### src/assert_macros.svh
// Concurrent assertion helpers; empty when SYNTHESIS is defined.
`ifndef ASSERT_MACROS_SVH
`define ASSERT_MACROS_SVH

`ifndef SYNTHESIS

`define ASSERT_SAME_CYCLE(label, clk, rst, ante, cons) \
   label: assert property (@(posedge clk) disable iff (rst) (ante) |-> (cons)) \
      else $error("assertion failed: same-cycle implication");

`define ASSERT_NEXT_CYCLE(label, clk, rst, ante, cons) \
   label: assert property (@(posedge clk) disable iff (rst) (ante) |=> (cons)) \
      else $error("assertion failed: next-cycle implication");

`else

`define ASSERT_SAME_CYCLE(label, clk, rst, ante, cons)

`define ASSERT_NEXT_CYCLE(label, clk, rst, ante, cons)

`endif

`endif

### src/dq_pkg.sv
`timescale 1ns / 1ps
`default_nettype none

package dq_pkg;

   localparam int DATA_W   = 32;
   localparam int FUNC_W   = 2;
   localparam int STATUS_W = 2;
   localparam int OCC_W    = 11;

   typedef logic signed [DATA_W-1:0] data_type;
   typedef logic [FUNC_W-1:0]        func_type;
   typedef logic [STATUS_W-1:0]      status_type;
   typedef logic [OCC_W-1:0]         occ_type;

   localparam func_type FUNC_PUSH = 2'd0;
   localparam func_type FUNC_POP  = 2'd1;
   localparam func_type FUNC_PEEK = 2'd2;

   localparam status_type ST_DONE  = 2'd0;
   localparam status_type ST_EMPTY = 2'd1;
   localparam status_type ST_FULL  = 2'd2;

   // controller -> datapath
   typedef struct packed {
      logic load;     // capture request fields
      logic execute;  // apply request to pointers and memory
   } cmd_type;

endpackage

`default_nettype wire

### src/dq_ctrl.sv
`timescale 1ns / 1ps
`default_nettype none

module dq_ctrl (
   input  wire logic            clock,
   input  wire logic            reset,
   input  wire logic            start,
   output logic                 busy,
   output logic                 rsp_valid,
   output dq_pkg::cmd_type      cmd
);

   typedef enum logic [2:0] {
      ST_IDLE = 3'b001,
      ST_EXEC = 3'b010,
      ST_RESP = 3'b100
   } state_type;

   state_type state_ff;
   state_type state_in;
   logic      accept;

   assign busy   = (state_ff == ST_EXEC);
   assign accept = start && !busy;

   always_comb begin
      state_in = state_ff;
      unique case (state_ff)
         ST_IDLE: begin
            if (accept) state_in = ST_EXEC;
         end
         ST_EXEC: begin
            state_in = ST_RESP;
         end
         ST_RESP: begin
            // a new request may be taken while the result is shown
            state_in = accept ? ST_EXEC : ST_IDLE;
         end
         default: begin
            state_in = ST_IDLE;
         end
      endcase
   end

   always_ff @(posedge clock) begin
      if (reset) begin
         state_ff <= ST_IDLE;
      end else begin
         state_ff <= state_in;
      end
   end

   assign cmd.load    = accept;
   assign cmd.execute = (state_ff == ST_EXEC);
   assign rsp_valid   = (state_ff == ST_RESP);

endmodule

`default_nettype wire

### config.mk
export PLATFORM = sky130hd
export DESIGN_NAME = dq_ctrl
export DESIGN_NICKNAME = d
export VERILOG_FILES = /design/src/assert_macros.svh /design/src/dq_pkg.sv /design/src/dq_ctrl.sv
export SDC_FILE = /design/constraint.sdc
export NUM_CORES = 1
export LEC_CHECK = 0
export BUFFER_PORTS_ARGS = -buffer_cell sky130_fd_sc_hd__clkbuf_2
export CAP_MARGIN = 20
export CORE_AREA = 2 2 39 41
export CTS_CLUSTER_DIAMETER = 100
export DETAILED_ROUTE_END_ITERATION = 8
export DIE_AREA = 0 0 41 43
export PLACE_DENSITY = 0.33
export SLEW_MARGIN = 20
export SYNTH_ARGS = -nofsm -noshare
export SYNTH_HDL_FRONTEND = slang
export SYNTH_SLANG_ARGS = --single-unit
### constraint.sdc
create_clock -name clock -period 0.8 [get_ports clock]
set_input_delay 0 -clock clock [delete_from_list [all_inputs] [get_ports clock]]
set_output_delay 0 -clock clock [all_outputs]
set_load 0.02 [all_outputs]
Yosys cells after proc, flatten, opt, wreduce, memory -nomap -nowiden
Index checks and enable logic that the tools add are counted.
- add/sub/neg operators: 0
- multiply operators: 0
- divide/modulo/power cells: 0
- magnitude comparators: 0
- equality and inequality tests: 4
- shift operators: 0
- multiplexer cells: 3
- bitwise gates (word level): 0
- reductions and logical operators: 2
- operators with widths (operator ; number):
    one-hot mux 3 bit (3 select lines) ; 1
    equality test 3 x 1 -> 1 bit, second input constant ; 1
    equality test 3 x 2 -> 1 bit, second input constant ; 1
    equality test 3 bit, second input constant ; 1
    two-way mux 3 bit ; 1
    two-way mux 2 bit ; 1
    inequality test 2 bit, second input constant ; 1
    logical AND 1 bit ; 1
    zero test 1 bit ; 1
- register bits: 3
- latch bits: 0
- RAM bits: 0
- memory bits (read-only): 0
- input port bits: 3
- output and inout port bits: 4
- word-level logic and storage cells: 10
- memories: 0

Logic depth before layout (Yosys ltp)
Gate-level depths: netlist (run 1).
- word-level depth: 5
- gate-level depth with buffers: 3
- gate-level depth less buffers: 2

Least setup slack after synthesis (run 1)
No wires, ideal clock.
- kind: flip-flop to flip-flop
- from: register state_ff[1]
- to: register state_ff[0]
- setup time: 140 ps
- data arrival time: 914 ps
- required time: 660 ps
- path slack: -254 ps
- stages on the path, launching flop included: 3
- path through: dfxtp_1 -> nor3b_2 -> o31ai_2
- longest elaborated chain between the ends: 5
- elaborated cells on any way between the ends: 8
- classes of those cells: eq/ne: 4; mux: 2; reduce/logical: 2
- ends and longest elaborated chain (what ; RTL line ; text):
    from (decl) ; dq_ctrl.sv:19 ; state_type state_ff;
    from (signal assigned) ; dq_ctrl.sv:49 ; state_ff <= state_in;
    equality test 3 x 2 -> 1 bit * ; dq_ctrl.sv:23 ; assign busy = (state_ff == ST_EXEC);
    via busy ; dq_ctrl.sv:8 ; output logic busy,
    zero test 1 bit ; dq_ctrl.sv:24 ; assign accept = start && !busy;
    logical AND 1 bit ; dq_ctrl.sv:24 ;
    two-way mux 2 bit ; dq_ctrl.sv:37 ; state_in = accept ? ST_EXEC : ST_IDLE;
    one-hot mux 3 bit (3 select lines) ; dq_ctrl.sv:28 ; unique case (state_ff)
The timed path passes the listed nets; every way through them passes the cells marked *.
A chain may end at the register's enable or synchronous reset.

==> impl_metrics.toml, run 1 <==
[outcome]
status = "complete, but fails checks"
violations = "negative setup slack"

[clock_network]
cts_buffers = 3
cts_sinks = 3
ctsLongestPathBuffers = 2
clock_transition_time_at_the_flip_flop_clock_pins_of_the_worst_setup_and_hold_paths_ns = 0.04
tritoncts_clock_tree = "yes"
clkLatencyLatePin_ns = 0.23
clock_tree.htree_level_count = 1
cts.root.buffer_cell = "sky130_fd_sc_hd__clkbuf_4"

[power_and_ir_drop]
power_switching_mw = 0.1049
power.leakage_nw = 0.1088
pwr-share-comb_pct = 11.0
report.power.total_mw = 0.4825
p_int_mw = 0.3775
share_clk_of_total_power_pct = 54.0
ir_drop_mv = 0.7169
power.switching_fraction_pct = 21.75
powerDensity_nw_per_um2 = 1909
seq_power_share_pct = 35.0

[setup_path]
critical_path_peak_fanout = 4
reg_to_reg_critical_path_startpoint = "state_ff[0]"
start_kind = "flop"
crit_path_arrival_time_ns = 1.02
crit_path_start = "state_ff[2]"
cp.required_ns = 0.80
critPathCaptureType = "output port"
reg2reg_setup_slack_ns = -0.10
worst-setup-path-type = "reg2out"

[routing]
average_wire_length_per_cell_after_detail_routing_um = 7.550
drt.antenna.violating_nets = 0
route.vias.total = 132
drc = 0
detail_route.first_pass.iterations = 2
vias_per_cell = 3.300
routed_wirelength_um = 302
detail_route.iter0.violations = 6

[layout]
diodes = 0
final_nets = 28
layout.filler_cells = 157
multiInputGateArea_um2 = 83.83
layout_common_cells = "sky130_fd_sc_hd__clkbuf_4 (5), sky130_fd_sc_hd__dfxtp_2 (3), sky130_fd_sc_hd__and4bb_1 (2), sky130_fd_sc_hd__clkbuf_2 (2), sky130_fd_sc_hd__buf_4 (2)"
layout.core_utilization_pct = 18.26
layout_top_registers = "state_ff (3)"
layout.area.seq_um2 = 63.81
areaGrowthSynthToFinish_pct = 61.60
max_flop_register = "state_ff"
drive_above_1_share_pct = 62.50
largest_register_ff_count = 3
layout_commonest_cell = "sky130_fd_sc_hd__clkbuf_4"

[timing]
worst_pin_slew_ns = 0.1985
finalSetupViolations = 7
slew-limit-headroom_pct = 86.75
period_needed_ns = 1.018
timing.final.max_slew_violations = 0
post-route-worst-setup-slack_ns = -0.2180
rsz0062_at_grt = "true"
max_freq_ghz = 0.9823
whs_ns = 0.2293
fin_worst_skew_ns = 0.0004628
hold_viol_final = 0
timing.final.crit_share_pct = 127.2

[logic_synthesis]
ys_seq_elements = 3
syn_area_per_cell_um2 = 11.17
synth.lib_cells_used.distinct = 10
synth_area_leaders = "sky130_fd_sc_hd__dfxtp_1 (38%), sky130_fd_sc_hd__and4bb_1 (16%), sky130_fd_sc_hd__buf_4 (9.6%)"
synthesis.instances = 14
fraction_of_the_yosys_area_taken_by_sequential_cells_pct = 38.40
summed_instance_area_of_the_synthesized_netlist_um2 = 156.4
synth_nets = 17
synthDominantAreaCellType = "sky130_fd_sc_hd__dfxtp_1"
synth_largest_type_area_fraction_pct = 38.40
warnings_from_yosys = 0

[floorplan]
die_width_um = 41
floorplan.die.height_um = 43
starting_utilization_of_the_core_area_pct = 11.30
floorplan.rows = 14
fp.coreArea_um2 = 1384
die_area_um2 = 1763
io_pins = 7

[global_route]
globalRouteTotalUtil_pct = 5.416
grt_pass1_wl_um = 538
pin_count_of_the_biggest_net_entering_global_routing = 5
overflow = 0
grt_antenna_before_repair = 0
first_global_vias = 137

[place]
place.gp.congestion = 0.6108
pre_cts_ws_ns = -0.1188
buffer_ports.inserted = 6

[job]
cap_viol_max_count = 0

[worst_hold_path]
min_path_type = "in2reg"
min-delay-start = "start"
-- kinds of logic after synthesis --
family	synth area share (%)
simple gates	36.80
compound gates	12.80
buf+inv	11.99
flops	38.40
-- routing by layer --
metal | part of all wire (%) | wire [µm] | global-route usage (%)
met4 | 0 | 0 | 6.000
met2 | 34 | 104 | 5.625
met5 | 0 | 0 | 0
met3 | 12 | 36 | 4.712
met1 | 53 | 160 | 5.769
-- synth_stat cells (all sizes together) --
master / instances
dfxtp: 3
and4bb: 2
buf: 2
nor3b: 2
and2: 1
inv: 1
nor2b: 1
o21a: 1
o31ai: 1
-- metrics by stage --
stage	cell area, µm²	TNS (ns)	std cells
2_1_floorplan	165.2	-0.6335	14
3_3_place_gp	200.2	-0.2025	34
3_5_place_dp	200.2	-0.3662	34
4_1_cts	252.7	-1.193	40
5_1_grt	252.7	-1.489	40
6_report	252.7	-1.052	40
-- power groups by stage --
stage	registers, mW	logic [mW]	clock network [mW]
floorplan	0.169	0.0377	0
global placement	0.171	0.0440	0
detailed placement	0.171	0.0451	0
CTS	0.169	0.0530	0.276
global route	0.171	0.0587	0.285
finish	0.169	0.0529	0.261
-- timing repair --
action                                  4_1_cts  5_1_grt
hold buffers                                  1        0
gates resized for setup                       4        2
pin swaps                                     3        1
endpoints found under the setup margin        7        7
hold endpoints to repair                      1        0
buffers inserted                              1        1
-- critical path, cell delays in order (launching register included) --
cell,delay [ns]
sky130_fd_sc_hd__dfxtp_2,0.33
sky130_fd_sc_hd__nor3b_4,0.24
sky130_fd_sc_hd__nor2b_1,0.07
sky130_fd_sc_hd__buf_4,0.16
-- final timing paths --
kind,to,cells after the start
hold reg to reg,state_ff[2],3
hold / removal,state_ff[0],3
setup / recovery,cmd[1],3
setup reg to reg,state_ff[0],2
-- final cells by class --
type                            count  area share, %
Multi-Input combinational cell      8          33.17
Sequential cell                     3          25.25
Timing Repair Buffer                8          21.78
Clock buffer                        4          10.40
Tap cell                           16          7.921
Inverter                            1          1.485
No activity file was read; power rests on OpenSTA's default activity.
==> run 2: changes to the inputs <==
PLACE_DENSITY = 0.3   (was 0.33)
==> impl_metrics.toml, run 2 (same netlist as run 1, synthesis figures left out) <==
[floorplan]
floorplan.rows = 14
floorplan.die.height_um = 43
starting_utilization_of_the_core_area_pct = 11.30
fp.coreArea_um2 = 1384
die_width_um = 41
die_area_um2 = 1763
io_pins = 7

[layout]
layout_common_cells = "sky130_fd_sc_hd__clkbuf_4 (5), sky130_fd_sc_hd__buf_4 (4), sky130_fd_sc_hd__dfxtp_2 (3)"
final_nets = 29
layout_commonest_cell = "sky130_fd_sc_hd__clkbuf_4"
areaGrowthSynthToFinish_pct = 71.20
layout.core_utilization_pct = 19.35
layout_top_registers = "state_ff (3)"
drive_above_1_share_pct = 68.00
diodes = 0
largest_register_ff_count = 3
fin_cells = 41
max_flop_register = "state_ff"
layout.filler_cells = 162

[clock_network]
tritoncts_clock_tree = "yes"
cts_buffers = 3
cts_sinks = 3
cts.root.buffer_cell = "sky130_fd_sc_hd__clkbuf_4"
clock_tree.htree_level_count = 1
ctsLongestPathBuffers = 2
clkLatencyLatePin_ns = 0.23
clock_transition_time_at_the_flip_flop_clock_pins_of_the_worst_setup_and_hold_paths_ns = 0.03

[outcome]
violations = "negative setup slack"
status = "complete, but fails checks"

[setup_path]
cp.required_ns = 0.80
reg_to_reg_critical_path_startpoint = "state_ff[1]"
crit_path_arrival_time_ns = 1.03
critPathCaptureType = "output port"
critical_path_peak_fanout = 4
worst-setup-path-type = "reg2out"
start_kind = "flop"
crit_path_start = "state_ff[0]"

[power_and_ir_drop]
power.leakage_nw = 0.1147
ir_drop_mv = 0.3987
powerDensity_nw_per_um2 = 1831

[global_route]
grt_antenna_before_repair = 0
globalRouteTotalUtil_pct = 5.110
overflow = 0
grt_pass1_wl_um = 462
first_global_vias = 131
pin_count_of_the_biggest_net_entering_global_routing = 5

[routing]
drt.antenna.violating_nets = 0
detail_route.first_pass.iterations = 1
detail_route.iter0.violations = 0
route.vias.total = 142
routed_wirelength_um = 311
vias_per_cell = 3.463
drc = 0
average_wire_length_per_cell_after_detail_routing_um = 7.585

[worst_hold_path]
min_path_type = "in2reg"
min-delay-start = "start"

[timing]
post-route-worst-setup-slack_ns = -0.2285
slew-limit-headroom_pct = 86.53
whs_ns = 0.2106
finalSetupTns_ns = -1.128
fin_worst_skew_ns = 0.001870
timing.final.crit_share_pct = 128.6
finalSetupViolations = 7
worst_pin_slew_ns = 0.2019
rsz0062_at_grt = "true"
period_needed_ns = 1.028
max_freq_ghz = 0.9723
timing.final.max_slew_violations = 0
hold_viol_final = 0

[place]
buffer_ports.inserted = 6
place.gp.congestion = 0.5844
numPlacedInstances = 34

[job]
cap_viol_max_count = 0
-- run 2: layer usage --
| metal | GRT usage (%) | share of wire [%] |
|---|---|---|
| met1 | 4.792 | 37 |
| met2 | 4.688 | 50 |
| met3 | 1.571 | 10 |
| met4 | 12.00 | 3.2 |
| met5 | 0 | 0 |
-- run 2: worst paths after layout --
check | slack [ns] | cells after the start | to
worst min register to register | 0.71 | 3 | state_ff[2]
worst max-delay path | -0.23 | 3 | cmd[1]
worst min-delay path | 0.21 | 3 | state_ff[0]
worst max register to register | -0.14 | 3 | state_ff[0]
-- run 2: layout make-up --
type	instances	area (µm²)	area share, %
multi-input combinational	8	88.84	33.18
timing repair buffer	9	65.06	24.30
sequential	3	63.81	23.83
clock buffer	4	26.28	9.813
tap	16	20.02	7.477
inverter	1	3.754	1.402
-- run 2: repair_timing --
action	4_1_cts	5_1_grt
endpoints found under the hold margin	1	0
hold buffers	1	0
setup buffers	1	1
resized for setup	6	2
pin swaps	1	5
endpoints found under the setup margin	7	7
-- run 2: worst max-delay path: stages, from the launching register on --
cell	delay (ns)
sky130_fd_sc_hd__dfxtp_2	0.33
sky130_fd_sc_hd__nor3b_4	0.24
sky130_fd_sc_hd__nor2b_1	0.07
sky130_fd_sc_hd__buf_4	0.16
-- run 2: power breakdown --
group | internal [mW] | switching (mW) | leakage (nW)
clock | 0.187 | 0.0760 | 0.0150
sequential | 0.160 | 0.00931 | 0.0252
combinational | 0.0349 | 0.0229 | 0.0746
-- run 2: stage by stage --
step                setup WS [ns]  total power [mW]  cell area, µm²
floorplan                 -0.1346            0.2071           165.2
global placement          -0.1118            0.2156           200.2
detailed placement        -0.1305            0.2157           200.2
CTS                       -0.2590            0.5070           260.3
global route              -0.2983            0.5220           267.8
finish                    -0.2285            0.4902           267.8
==> run 3: changes to the inputs <==
ABC_AREA = 1   (was default)
PLACE_DENSITY = 0.31   (was 0.3)
==> impl_metrics.toml, run 3 <==
[outcome]
status = "complete, but fails checks"
violations = "negative setup slack"

[global_route]
overflow = 0
first_global_vias = 170
pin_count_of_the_biggest_net_entering_global_routing = 4
grt_antenna_before_repair = 0
globalRouteTotalUtil_pct = 6.520
grt_pass1_wl_um = 627

[floorplan]
floorplan.rows = 14
die_width_um = 41
die_area_um2 = 1763
io_pins = 7
fp.coreArea_um2 = 1384
starting_utilization_of_the_core_area_pct = 11.75
floorplan.die.height_um = 43

[clock_network]
tritoncts_clock_tree = "yes"
cts_buffers = 3
cts.root.buffer_cell = "sky130_fd_sc_hd__clkbuf_4"
clkLatencyLatePin_ns = 0.23
ctsLongestPathBuffers = 2
clock_tree.htree_level_count = 1
cts_sinks = 3
clock_transition_time_at_the_flip_flop_clock_pins_of_the_worst_setup_and_hold_paths_ns = 0.04

[setup_path]
cp.required_ns = 0.80
critical_path_peak_fanout = 3
critPathCaptureType = "output port"
reg2reg_setup_slack_ns = -0.11
crit_path_arrival_time_ns = 0.97
worst-setup-path-type = "reg2out"
worstRegToRegCells = 6
start_kind = "flop"

[logic_synthesis]
synth_nets = 24
warnings_from_yosys = 0
syn_area_per_cell_um2 = 7.746
number_of_enable_type_register_cells_in_the_synthesized_netlist = 0
synthArstFlopShare_pct = 0
synthDominantAreaCellType = "sky130_fd_sc_hd__dfxtp_1"
synth-main-ff-cell = "sky130_fd_sc_hd__dfxtp_1"
fraction_of_the_yosys_area_taken_by_sequential_cells_pct = 36.92
synth_largest_type_area_fraction_pct = 36.92
ys_seq_elements = 3
synthesis.instances = 21
most_numerous_cell_in_the_yosys_netlist = "sky130_fd_sc_hd__inv_1"
summed_instance_area_of_the_synthesized_netlist_um2 = 162.7
synth_area_leaders = "sky130_fd_sc_hd__dfxtp_1 (37%), sky130_fd_sc_hd__nor2_2 (12%), sky130_fd_sc_hd__buf_4 (9.2%)"
synth.lib_cells_used.distinct = 9
yosys-top-cells-count = "sky130_fd_sc_hd__inv_1 (4), sky130_fd_sc_hd__dfxtp_1 (3), sky130_fd_sc_hd__nand2_1 (3), sky130_fd_sc_hd__nor2_2 (3)"

[layout]
areaGrowthSynthToFinish_pct = 83.85
final_design_area_no_fill_um2 = 299.0
max_flop_register = "state_ff"
layout.core_utilization_pct = 21.61
largest_register_ff_count = 3
layout_common_cells = "sky130_fd_sc_hd__buf_4 (4), sky130_fd_sc_hd__nand2_2 (3), sky130_fd_sc_hd__clkbuf_4 (3), sky130_fd_sc_hd__buf_8 (3)"
drive_above_1_share_pct = 72.73
layout_top_registers = "state_ff (3)"
final_nets = 37
layout_commonest_cell = "sky130_fd_sc_hd__buf_4"
diodes = 0

[job]
cap_viol_max_count = 0

[place]
post_dp_hpwl_um = 205.4
pre_cts_ws_ns = -0.03067
buffer_ports.inserted = 6
placed_cell_area_um2 = 197.7
place.gp.congestion = 0.6243

[timing]
max_freq_ghz = 1.031
whs_ns = 0.05565
post-route-worst-setup-slack_ns = -0.1701
timing.final.crit_share_pct = 121.3
worst_pin_slew_ns = 0.1216
fin_worst_skew_ns = 0.0003542
hold_viol_final = 0
timing.final.max_slew_violations = 0
rsz0062_at_grt = "true"
period_needed_ns = 0.9701
slew-limit-headroom_pct = 91.87
finalSetupViolations = 7

[routing]
detail_route.first_pass.iterations = 2
vias_per_cell = 3.122
drt.antenna.violating_nets = 0
route.vias.total = 153
routed_wirelength_um = 326
detail_route.iter0.violations = 2
drc = 0
average_wire_length_per_cell_after_detail_routing_um = 6.653

[power_and_ir_drop]
ir_drop_mv = 0.3797
power.leakage_nw = 0.1471
report.power.total_mw = 0.5146
powerDensity_nw_per_um2 = 1721

[worst_hold_path]
min_path_type = "in2reg"
hold-path-cell-count = 4
run 3: cell count changes after synthesis, sizes merged:
cell	delta
inv	+3
nor2	+6
nor3b	-2
nand2	+6
and2	-1
nor2b	-1
o21a	-1
o31ai	-1
and4bb	-2
run 3: metal layers:
metal,vias up,global-route usage (%),wire length (µm)
li1,80,-,-
met1,66,5.769,117
met2,5,6.875,157
met3,2,3.665,24
met4,0,12.00,27
met5,-,0,0
run 3: final cells by class:
type	instances	area, µm²
Clock buffer	4	26.28
Timing Repair Buffer	10	95.09
Inverter	4	15.01
Fill cell	160	1085
Tap cell	16	20.02
Multi-Input combinational cell	12	80.08
Sequential cell	3	62.56
run 3: what timing repair did:
| item | 4_1_cts | 5_1_grt |
|---|---|---|
| endpoints found under the setup margin | 5 | 6 |
| pin swaps | 4 | 4 |
| resized for setup | 11 | 5 |
| hold buffers | 1 | 0 |
| endpoints found under the hold margin | 1 | 0 |
| setup buffers | 2 | 1 |
run 3: path summary, 6_finish.rpt:
check	startpoint	endpoint
hold reg to reg	state_ff[1]	state_ff[1]
setup reg to reg	state_ff[2]	state_ff[0]
hold / removal	reset	state_ff[1]
setup / recovery	state_ff[2]	cmd[1]
run 3: report_power, final:
group          switching (mW)  internal, mW
Clock                  0.0746         0.187
Sequential            0.00750         0.160
Combinational          0.0418        0.0436
run 3: cells by family (layout without fill, tap and decap cells):
family / Yosys count / after routing / share of synthesized area (%)
buf+inv: 6 / 18 / 18.46
simple gates: 12 / 12 / 44.62
flops: 3 / 3 / 36.92
run 3: critical path: stages (launching register included):
cell                      delay [ns]
sky130_fd_sc_hd__dfxtp_2        0.32
sky130_fd_sc_hd__nor2_2         0.11
sky130_fd_sc_hd__nand2_2        0.09
sky130_fd_sc_hd__nand2_4        0.07
sky130_fd_sc_hd__inv_2          0.04
sky130_fd_sc_hd__buf_8          0.11
run 3: per-stage QoR:
| step | TNS, ns | cells |
|---|---|---|
| after floorplan | 0 | 21 |
| after global placement | -0.02947 | 41 |
| after detailed placement | -0.03067 | 41 |
| after CTS | -0.8885 | 48 |
| after global routing | -1.172 | 49 |
| final | -0.7267 | 49 |
